## src/rtl/pod_pkg.sv

```systemverilog
// Shared constants, types and codes for the priority-ordered deque.
`timescale 1ns / 1ps
package pod_pkg;

  localparam int CAPACITY = 16;
  localparam int AW = (CAPACITY > 1) ? $clog2(CAPACITY) : 1;
  localparam int CW = $clog2(CAPACITY + 1);

  typedef enum logic [2:0] {
    KIND_INS_REAR  = 3'd0,
    KIND_INS_FRONT = 3'd1,
    KIND_REM_FRONT = 3'd2,
    KIND_REM_REAR  = 3'd3,
    KIND_SEARCH    = 3'd4
  } kind_t;

  typedef enum logic [1:0] {
    ST_OK       = 2'd0,
    ST_EMPTY    = 2'd1,
    ST_FULL     = 2'd2,
    ST_NOTFOUND = 2'd3
  } status_t;

  typedef struct packed {
    logic signed [31:0] data;
    logic [15:0]        prio;
  } job_t;

endpackage

```

## src/rtl/pod_req_if.sv

```systemverilog
// Request and response channel interfaces of the priority-ordered deque.
`timescale 1ns / 1ps
interface pod_req_if;
  logic               valid;
  logic               ready;
  logic [2:0]         kind;
  logic signed [31:0] job_data;
  logic [15:0]        job_prio;

  modport source (output valid, kind, job_data, job_prio, input ready);
  modport sink (input valid, kind, job_data, job_prio, output ready);
endinterface

interface pod_rsp_if;
  logic               valid;
  logic               ready;
  logic [1:0]         status;
  logic signed [31:0] out_data;
  logic [15:0]        out_priority;
  logic [4:0]         position;
  logic [4:0]         occupancy;

  modport source (output valid, status, out_data, out_priority, position, occupancy,
                  input ready);
  modport sink (input valid, status, out_data, out_priority, position, occupancy,
                output ready);
endinterface

```

## src/rtl/priority_ordered_deque_top.sv

```systemverilog
// Top level of the priority-ordered deque: circular job memory and its sequencer.
// Full, empty and ignored requests go straight to the response without reading the job memory;
// removes read one slot, searches and inserts walk up to the occupancy, and inserts shift
// entries as they walk and then write the new job. One request is in flight at a time; a new
// request is taken only after the last one has loaded its response. A finished response waits in the
// output register while the next request is taken. Reset empties the queue; no clearing pass.
`timescale 1ns / 1ps
module priority_ordered_deque_top (
  input logic clk,
  input logic rst,
  pod_req_if.sink   req,
  pod_rsp_if.source rsp
);
  import pod_pkg::*;

  typedef enum logic [4:0] {
    S_IDLE  = 5'b00001,
    S_ISSUE = 5'b00010,
    S_EVAL  = 5'b00100,
    S_WNEW  = 5'b01000,
    S_DONE  = 5'b10000
  } state_t;

  state_t state;
  job_t   mem [CAPACITY];
  job_t   rdata;

  logic [2:0]     kind;
  job_t           job;
  logic [CW-1:0]  cnt;
  logic [AW-1:0]  head;
  logic [AW-1:0]  j;
  logic [AW:0]    wpos;
  status_t        res_status;
  job_t           res_job;
  logic [CW-1:0]  res_pos;

  logic           we;
  logic [AW-1:0]  waddr;
  job_t           wdata;
  logic [AW-1:0]  raddr;
  logic           move;
  logic           is_ins;

  function automatic logic [AW-1:0] phys(input logic [AW-1:0] h, input logic [AW:0] l);
    logic [AW:0] s;
    s = {1'b0, h} + l;
    if (s >= (AW+1)'(CAPACITY)) s = s - (AW+1)'(CAPACITY);
    return s[AW-1:0];
  endfunction

  assign req.ready = (state == S_IDLE);
  assign is_ins = (kind == KIND_INS_REAR) || (kind == KIND_INS_FRONT);
  assign raddr = phys(head, {1'b0, j});
  assign move = (kind == KIND_INS_REAR) ? (rdata.prio > job.prio) : (rdata.prio >= job.prio);

  always_comb begin
    we = 1'b0;
    waddr = phys(head, wpos);
    wdata = job;
    if (state == S_EVAL && is_ins && move) begin
      we = 1'b1;
      waddr = phys(head, {1'b0, j} + (AW+1)'(1));
      wdata = rdata;
    end else if (state == S_WNEW) begin
      we = 1'b1;
    end
  end

  always_ff @(posedge clk) begin
    if (we) mem[waddr] <= wdata;
    rdata <= mem[raddr];
  end

  always_ff @(posedge clk) begin
    if (rst) begin
      state <= S_IDLE;
      cnt <= '0;
      head <= '0;
      rsp.valid <= 1'b0;
    end else begin
      // drop the response once taken, unless a new one loads this cycle
      if (rsp.valid && rsp.ready && state != S_DONE) rsp.valid <= 1'b0;
      case (state)
        S_IDLE: begin
          if (req.valid) begin
            kind <= req.kind;
            job.data <= req.job_data;
            job.prio <= req.job_prio;
            res_status <= ST_OK;
            res_job <= '0;
            res_pos <= '0;
            state <= S_ISSUE;
            case (req.kind)
              KIND_INS_REAR, KIND_INS_FRONT: begin
                if (cnt == CW'(CAPACITY)) begin
                  res_status <= ST_FULL;
                  state <= S_DONE;
                end else if (cnt == '0) begin
                  wpos <= '0;
                  state <= S_WNEW;
                end else begin
                  j <= AW'(cnt - CW'(1));
                end
              end
              KIND_REM_FRONT, KIND_SEARCH: begin
                j <= '0;
                if (cnt == '0) begin
                  res_status <= ST_EMPTY;
                  state <= S_DONE;
                end
              end
              KIND_REM_REAR: begin
                j <= AW'(cnt - CW'(1));
                if (cnt == '0) begin
                  res_status <= ST_EMPTY;
                  state <= S_DONE;
                end
              end
              default: state <= S_DONE;
            endcase
          end
        end
        S_ISSUE: state <= S_EVAL;
        S_EVAL: begin
          state <= S_DONE;
          case (kind)
            KIND_INS_REAR, KIND_INS_FRONT: begin
              if (move && j != '0) begin
                j <= j - AW'(1);
                state <= S_ISSUE;
              end else begin
                wpos <= move ? '0 : ({1'b0, j} + (AW+1)'(1));
                state <= S_WNEW;
              end
            end
            KIND_REM_FRONT: begin
              res_job <= rdata;
              head <= phys(head, (AW+1)'(1));
              cnt <= cnt - CW'(1);
            end
            KIND_REM_REAR: begin
              res_job <= rdata;
              cnt <= cnt - CW'(1);
            end
            KIND_SEARCH: begin
              if (rdata.data == job.data) begin
                res_pos <= CW'(j) + CW'(1);
              end else if (CW'(j) == cnt - CW'(1)) begin
                res_status <= ST_NOTFOUND;
              end else begin
                j <= j + AW'(1);
                state <= S_ISSUE;
              end
            end
            default: ;
          endcase
        end
        S_WNEW: begin
          cnt <= cnt + CW'(1);
          state <= S_DONE;
        end
        S_DONE: begin
          // hold until the output register is free
          if (!rsp.valid || rsp.ready) begin
            rsp.valid <= 1'b1;
            rsp.status <= res_status;
            rsp.out_data <= res_job.data;
            rsp.out_priority <= res_job.prio;
            rsp.position <= 5'(res_pos);
            rsp.occupancy <= 5'(cnt);
            state <= S_IDLE;
          end
        end
        default: state <= S_IDLE;
      endcase
    end
  end

endmodule
```

## src/flat_wrapper.sv

```systemverilog
// flat-port wrapper written by rule: the top's interface ports become plain ports
module priority_ordered_deque_top_flat import pod_pkg::*;
  (clk, rst, req_valid, req_kind, req_job_data, req_job_prio, req_ready, rsp_valid, rsp_status, rsp_out_data, rsp_out_priority, rsp_position, rsp_occupancy, rsp_ready);
  pod_req_if req_i ();
  pod_rsp_if rsp_i ();
  input logic clk;
  input logic rst;
  input wire logic [$bits(req_i.valid)-1:0] req_valid;
  input wire logic [$bits(req_i.kind)-1:0] req_kind;
  input wire logic [$bits(req_i.job_data)-1:0] req_job_data;
  input wire logic [$bits(req_i.job_prio)-1:0] req_job_prio;
  output wire logic [$bits(req_i.ready)-1:0] req_ready;
  output wire logic [$bits(rsp_i.valid)-1:0] rsp_valid;
  output wire logic [$bits(rsp_i.status)-1:0] rsp_status;
  output wire logic [$bits(rsp_i.out_data)-1:0] rsp_out_data;
  output wire logic [$bits(rsp_i.out_priority)-1:0] rsp_out_priority;
  output wire logic [$bits(rsp_i.position)-1:0] rsp_position;
  output wire logic [$bits(rsp_i.occupancy)-1:0] rsp_occupancy;
  input wire logic [$bits(rsp_i.ready)-1:0] rsp_ready;
  assign req_i.valid = req_valid;
  assign req_i.kind = req_kind;
  assign req_i.job_data = req_job_data;
  assign req_i.job_prio = req_job_prio;
  assign req_ready = req_i.ready;
  assign rsp_valid = rsp_i.valid;
  assign rsp_status = rsp_i.status;
  assign rsp_out_data = rsp_i.out_data;
  assign rsp_out_priority = rsp_i.out_priority;
  assign rsp_position = rsp_i.position;
  assign rsp_occupancy = rsp_i.occupancy;
  assign rsp_i.ready = rsp_ready;
  priority_ordered_deque_top u_core (.clk(clk), .rst(rst), .req(req_i), .rsp(rsp_i));
endmodule
```

## config.mk

```make
export PLATFORM = sky130hd
export DESIGN_NAME = priority_ordered_deque_top_flat
export DESIGN_NICKNAME = d
export VERILOG_FILES = /design/src/rtl/pod_pkg.sv /design/src/rtl/pod_req_if.sv /design/src/rtl/priority_ordered_deque_top.sv /design/src/flat_wrapper.sv
export SDC_FILE = /design/constraint.sdc
export NUM_CORES = 1
export LEC_CHECK = 0
export ABC_AREA = 1
export BUFFER_PORTS_ARGS = -buffer_cell sky130_fd_sc_hd__buf_4
export CAP_MARGIN = 20
export CORE_MARGIN = 2
export CORE_UTILIZATION = 40
export CTS_CLUSTER_DIAMETER = 60
export DETAILED_ROUTE_END_ITERATION = 8
export GPL_TIMING_DRIVEN = 0
export PLACE_DENSITY = 0.65
export SYNTH_ARGS = -nofsm -noshare
export SYNTH_HDL_FRONTEND = slang
export SYNTH_SLANG_ARGS = --single-unit
```

## constraint.sdc

```tcl
create_clock -name clk -period 13.9 [get_ports clk]
set_clock_uncertainty 0.15 [all_clocks]
set_input_delay 2.085 -clock clk [delete_from_list [all_inputs] [get_ports clk]]
set_output_delay 2.085 -clock clk [all_outputs]
set_load 0.1 [all_outputs]
```

==> flow_summary.yaml, run 1 <==
outcome:
  status: "complete, no violations"
power:
  total_leakage_power_nw: 17.3
  p_int_w: 0.00512
  combPwrFrac_pct: 9.6
  peakVddDrop_mv: 0.125
  seq_power_share_pct: 50.8
  switching_share_pct: 24.2
  p_switching_w: 0.00164
  p_per_area_nw_per_um2: 143
  p_clk_share_pct: 39.6
  total_power_w: 0.00676
cells_and_area:
  final_util_pct: 47.2
  diodes: 0
  layout_commonest_cell: "edfxtp_1"
  nets: 3301
  area_delta_synth_final_pct: 17.3
  post_layout_nonfiller_instances: 4596
  layout_common_cells: "edfxtp_1, inv_1, o21ai_0"
  final_layout_size_suffix_gt1_share_pct: 13.2
grt:
  grtUsageTotal_pct: 20.2
  grt_overflow: 0
  antenna_found_initial: 1
  grt_pass1_wl_um: 153000
  grt_max_degree: 27
  grt_pass1_vias: 23800
timing:
  slew_viol_final: 0
  fin_crit_ns: 5.62
  finalCritPeriodShare_pct: 40.5
  relSlewSlack_pct: 19.7
  max_freq_ghz: 0.178
  hold_violations: 0
  finalSetupViolations: 0
  grt_setup_unrepaired: "no"
  tightest_slew_ns: 1.20
  tns_ns: 0
cts:
  cts.clk_slew.worst_paths_ns: 0.06
  cts_resized: 0
  cts_hold_buf: 0
  cts_root_buf: "clkbuf_16"
  cts_buffers: 102
  cts_tree: "built"
  insertion_delay_ns: 0.68
  post-cts-setup-buffers: 0
  h-tree-depth: 3
  cts.path.max_buffers: 3
  clock_sinks: 1005
drt:
  postRouteAntennaNets: 0
  num_vias: 24500
  firstDrtPassIters: 6
  avgViaCountPerCell: 5.34
  drt-initial-drc-count: 2439
  drc_errors: 0
  drt-wirelength-per-cell_um: 23.0
  totalWireLength_um: 106000
logic_synthesis:
  synth_top_family_by_area: "compound AO/OA/AOI/OAI gates"
  synth_simple_gate_area_share_pct: 4.27
  synth_compound_area_share_pct: 10.4
  yosys-top-cells-area: "edfxtp_1, mux2i_1, o21ai_0, a21oi_1, dfxtp_1"
  syn_nets: 3009
  yosys-mux-area-fraction_pct: 4.78
  syn_area_per_cell_um2: 13.8
  synth.top_cell.area_share_pct: 70.3
  synth_xor_area_share_pct: 0.977
  synth_cells: 2921
  syn_area_um2: 40200
  synth-seq-cells: 1005
  synth_largest_area_cell: "edfxtp_1"
  ys_types: 42
  synth_warnings: 0
  synthAdderAreaFrac_pct: 1.08
  yosysSeqAreaShare_pct: 73.5
  synthArstFlopShare_pct: 0
  ys.flop_type: "edfxtp_1"
  synth_edf_count: 942
hold_path:
  hp-start: "u_core.res_status[1]"
  min_path_type: "flip-flop to flip-flop"
  hold-path-endpoint: "u_core.rsp.status[1]"
  whs_path_depth: 0
die:
  die-area_um2: 103000
  start_util_pct: 40.3
  die_y_um: 321
  core_area_um2: 99900
  ios: 117
  die_w_um: 321
  row_count: 116
setup_path:
  crit_buf_inv: 5
  r2r-start: "u_core.job[15]"
  path_delay_family: "simple AND/OR/NAND/NOR gates"
  cp_slowest_cell: "nor2_4"
  critPathMaxFanout: 26
  crit_chain: "inv_1 > ha_1 > nand2_1 > nor2_2 > nand3_1 > nor2_2 > nand3_2 > nand3_4 > buf_6 > buf_4 > nand2_1 > o21ai_1 > ha_1 > a21oi_1 > nand2_1 > xor2_1 > inv_1 > nand3_1 > nand3_1 > nor2_4 > buf_12"
  path_class: "flip-flop to flip-flop"
  arrival_ns: 5.83
  slowest_delay_ns: 0.88
  required_ns: 14.10
  rr_endpoint: "u_core.mem[7][22]"
  worstSetupEndpointType: "flip-flop"
  reg2reg_depth: 21
  r2r_slack_ns: 8.28
  start_kind: "flip-flop"
place:
  port_buffers: 115
  dpl.hpwl_um: 70700
  placedCellCount: 4395
  finalWeightedCongestion: 0.835
flow_run:
  timing.max_cap.violations: 0
-- registers in the layout (all words and copies together) (netlist names) --
signal,count
u_core.cnt,5
u_core.head,4
u_core.j,4
u_core.job,48
u_core.kind,3
u_core.mem,768
u_core.rdata,48
u_core.res_job,48
u_core.res_pos,5
u_core.res_status,2
u_core.rsp.occupancy,5
u_core.rsp.out_data,32
u_core.rsp.out_priority,16
u_core.rsp.position,5
u_core.rsp.status,2
u_core.rsp.valid,1
u_core.state,5
u_core.wpos,4
-- power by group through the flow --
stage               Clock, W  Sequential, W  Combinational [W]
CTS                  0.00270        0.00343           0.000646
global route         0.00283        0.00344           0.000702
global placement           0        0.00351           0.000611
floorplan                  0        0.00351           0.000365
detailed placement         0        0.00350           0.000642
finish               0.00268        0.00343           0.000649
-- metal layers --
| layer | vias up | share of wire [%] | global-route usage [%] |
|---|---|---|---|
| met1 | 12200 | 42 | 27.3 |
| met4 | 2 | 3.2 | 7.51 |
| met5 | - | 0.012 | 0 |
| met2 | 978 | 47 | 33.3 |
| met3 | 191 | 7.0 | 2.70 |
| li1 | 11200 | - | - |
-- worst reg2reg max path: stages (launching register included) --
cell	delay [ns]
edfxtp_1	0.37
inv_1	0.06
ha_1	0.30
nand2_1	0.09
nor2_2	0.28
nand3_1	0.18
nor2_2	0.21
nand3_2	0.15
nand3_4	0.22
buf_6	0.26
buf_4	0.31
nand2_1	0.07
o21ai_1	0.12
ha_1	0.29
a21oi_1	0.17
nand2_1	0.08
xor2_1	0.24
inv_1	0.09
nand3_1	0.11
nand3_1	0.35
nor2_4	0.88
buf_12	0.30
-- cells by family (layout without fill, tap and decap cells) --
group / Yosys count / count (layout)
AO/OA/AOI/OAI: 769 / 769
flip-flops: 1005 / 1005
XOR/XNOR: 44 / 44
adder cells (fa/ha/maj): 33 / 33
buffers and inverters: 473 / 850
AND/OR/NAND/NOR: 405 / 405
multiplexers: 192 / 192
-- worst max path at each step --
| stage | cells after the start | slack [ns] | start | endpoint |
|---|---|---|---|---|
| 6_report | 21 | 8.28 | u_core.job[15] | u_core.mem[7][22] |
| 5_1_grt | 22 | 7.93 | u_core.job[15] | u_core.mem[8][18] |
| 4_1_cts | 22 | 8.24 | u_core.job[15] | u_core.mem[8][18] |
| 3_5_place_dp | 19 | 8.27 | u_core.job[15] | u_core.mem[8][18] |
| 3_3_place_gp | 2 | 3.33 | rst | u_core.rsp.out_data[11] |
| 2_1_floorplan | 2 | 6.81 | rst | u_core.rsp.occupancy[0] |
-- cell usage after synthesis, types with 30 or more instances --
cell type,count
a21oi_1,261
clkbuf_1,68
a31oi_1,49
o211ai_1,99
o21ai_1,31
o21ai_0,319
buf_2,30
ha_1,30
mux2i_1,192
nand3_1,35
dfxtp_1,63
nand2_1,224
inv_1,312
nor2_1,108
edfxtp_1,942
-- final cells by class --
cell class / count / area [um^2]
fill: 8627 / 52700
sequential: 1005 / 29500
multi-input combinational: 1443 / 8790
clock buffer: 152 / 2900
timing repair buffer: 188 / 1920
tap: 1298 / 1620
inverter: 316 / 1190
buffer: 157 / 837
clock inverter: 37 / 364
-- stage by stage --
stage / setup WS, ns / hold slack [ns] / instance area [um^2]
detailed placement: 8.27 / 0.256 / 43800
global placement: 3.33 / 0.252 / 42700
floorplan: 6.81 / 0.250 / 40200
global route: 7.93 / 0.275 / 47200
finish: 8.28 / 0.266 / 47200
CTS: 8.24 / 0.269 / 47100
No activity file was read; power rests on OpenSTA's default activity.
==> run 2: changes to the inputs <==
ABC_AREA = 0   (was 1)
PLACE_DENSITY = 0.67   (was 0.65)
clock period = 4.89 ns   (was 13.9 ns; I/O delays follow)
==> run 2 against run 1 <==
Compared with the run above: wire length decreased by 7.3%; non-clock buffer count decreased by 11; die area decreased by 3.3%; setup slack got worse by 8.2 ns; fmax increased by 16%; critical path type unchanged.
==> flow_summary.yaml, run 2 <==
setup_path:
  required_ns: 5.11
  arrival_ns: 5.05
  r2r-start: "u_core.job[0]"
  crit_chain: "ha_1 > and4_4 > nor2b_2 > a21o_1 > a31oi_4 > buf_8 > mux2_2 > ha_2 > inv_1 > fa_2 > inv_2 > nand2_1 > nor3_1 > o21ai_1 > mux2i_4 > buf_4 > buf_16"
  critPathMaxFanout: 12
  path_class: "flip-flop to flip-flop"
  rr_endpoint: "u_core.mem[2][1]"
  cp_slowest_cell: "fa_2"
  start_kind: "flip-flop"
  slowest_delay_ns: 0.49
  reg2reg_depth: 17
  r2r_slack_ns: 0.05
  worstSetupEndpointType: "flip-flop"
cells_and_area:
  diodes: 0
  final_layout_size_suffix_gt1_share_pct: 29.4
  final_area_um2: 47100
  nets: 2422
  post_layout_nonfiller_instances: 3698
  area_delta_synth_final_pct: 21.1
  top_register: "u_core.mem"
  largest_register_ffs: 768
  layout_commonest_cell: "edfxtp_1"
  layout_common_cells: "edfxtp_1, mux4_2, buf_4"
grt:
  antenna_found_initial: 1
  met3_usage_pct: 5.10
  grt_max_degree: 22
  grt_pass1_vias: 20900
  grt_pass1_wl_um: 140000
  grtUsageTotal_pct: 19.5
  grt_overflow: 0
  grt_util_met2_pct: 31.0
  use_met1_pct: 25.9
  top_usage_layer: "met2"
outcome:
  status: "complete, no violations"
timing:
  finalSetupViolations: 0
  fin_crit_ns: 4.84
  hold_violations: 0
  finalCritPeriodShare_pct: 98.9
  tightest_slew_ns: 1.29
  whs_ns: 0.0777
  max_freq_ghz: 0.207
  slew_viol_final: 0
  relSlewSlack_pct: 13.4
drt:
  avgViaCountPerCell: 5.59
  num_vias: 20700
  drc_errors: 0
  drt-initial-drc-count: 2497
  drt-wirelength-per-cell_um: 26.5
  totalWireLength_um: 98000
  firstDrtPassIters: 8
  postRouteAntennaNets: 0
die:
  die-area_um2: 99700
  ios: 117
  die_y_um: 316
  core_area_um2: 96400
  start_util_pct: 40.3
  die_w_um: 316
  row_count: 114
cts:
  insertion_delay_ns: 0.68
  cts_root_buf: "clkbuf_16"
  clock_sinks: 1005
  cts.path.max_buffers: 3
  cts_buffers: 103
  cts.clk_slew.worst_paths_ns: 0.06
  cts_tree: "built"
  cts_hold_buf: 0
  h-tree-depth: 3
hold_path:
  min_path_type: "input pin to flip-flop"
  hold-path-endpoint: "u_core.job[16]"
  hp-start: "req_job_data[0]"
  whs_path_depth: 1
logic_synthesis:
  synth_warnings: 0
  synthArstFlopShare_pct: 0
  synth_largest_area_cell: "edfxtp_1"
  synth.most_common_cell: "edfxtp_1"
  syn_area_um2: 38900
  synth_common_cells: "edfxtp_1, mux4_2, nand2_1"
  yosysSeqAreaShare_pct: 76.0
  yosys-top-cells-area: "edfxtp_1, mux4_2, dfxtp_1, nand2_1, xnor2_1"
  syn_nets: 2084
  ys.flop_type: "edfxtp_1"
  synth_cells: 1996
  ys_types: 63
  synth_edf_count: 942
  synth.top_cell.area_share_pct: 72.8
  syn_area_per_cell_um2: 19.5
  synth-seq-cells: 1005
power:
  total_leakage_power_nw: 15.5
  total_power_w: 0.0182
  p_per_area_nw_per_um2: 387
  peakVddDrop_mv: 0.265
place:
  placedCellCount: 3461
  placed_area_um2: 43100
  port_buffers: 116
  dpl.hpwl_um: 64900
  finalWeightedCongestion: 0.831
flow_run:
  timing.max_cap.violations: 0
-- run 2: cell count changes in the layout (fill, tap and decap cells not counted), sizes merged, moves of 98 or more --
cell,delta
o21ai,-320
inv,-280
a21oi,-233
mux4,+192
mux2i,-182
o211ai,-98
-- run 2: what timing repair did --
action | 4_1_cts | 5_1_grt
setup buffers | 28 | 14
gates resized for setup | 27 | 27
pin swaps | 11 | 6
hold endpoints to repair | 0 | 0
gates cloned | 1 | 0
setup endpoints to repair | 768 | 509
-- run 2: how the worst max path moves through the flow --
stage / from / to / cells after the start
floorplan: u_core.job[11] / u_core.mem[5][0] / 14
global placement: u_core.job[11] / u_core.mem[5][31] / 14
detailed placement: u_core.job[11] / u_core.mem[11][31] / 16
CTS: u_core.job[0] / u_core.mem[9][18] / 17
global route: u_core.job[13] / u_core.mem[2][46] / 19
finish: u_core.job[0] / u_core.mem[2][1] / 17
-- run 2: report_power, final --
group	total, W	internal (W)	leakage (nW)	switching, W
sequential	0.00956	0.00948	9.04	0.0000727
clock	0.00779	0.00450	1.65	0.00329
combinational	0.000872	0.000317	4.81	0.000555
-- run 2: through the flow --
step | worst slack [ns] | setup TNS [ns] | util [%]
floorplan | -0.706 | -112.64 | -
global placement | -3.73 | -1841.78 | 43.1
detailed placement | -1.09 | -491.38 | 44.7
CTS | -0.00776 | -0.0483 | 48.6
global route | -0.0807 | -5.80 | 48.8
finish | 0.0543 | 0 | 48.8
-- run 2: critical path: cells and delay by family (launching register included) --
kind	cells	cell delay, ns
multiplexers	2	0.62
flip-flops	1	0.46
adder cells (fa/ha/maj)	3	0.99
AO/OA/AOI/OAI	3	0.69
buffers and inverters	5	0.88
AND/OR/NAND/NOR	4	0.74
-- run 2: kinds of logic (layout without fill, tap and decap cells) --
family / count (synthesis) / in the layout / share of synthesized area [%]
XOR/XNOR: 58 / 58 / 1.31
AND/OR/NAND/NOR: 338 / 338 / 4.39
flip-flops: 1005 / 1005 / 76.0
buffers and inverters: 134 / 559 / 1.48
AO/OA/AOI/OAI: 191 / 192 / 3.27
multiplexers: 237 / 237 / 12.4
adder cells (fa/ha/maj): 33 / 33 / 1.12
-- run 2: area by class of cell --
type,count,area (um^2)
buffer,102,467
inverter,32,120
multi-input combinational,858,9240
clock inverter,57,622
clock buffer,136,2770
tap,1276,1600
sequential,1005,29500
fill,7821,49400
timing repair buffer,232,2700
-- run 2: routing by layer --
metal,up-vias,part of all wire [%]
met1,10700,39
met2,1047,48
met5,-,0.013
li1,8762,-
met3,190,9.6
met4,2,3.6
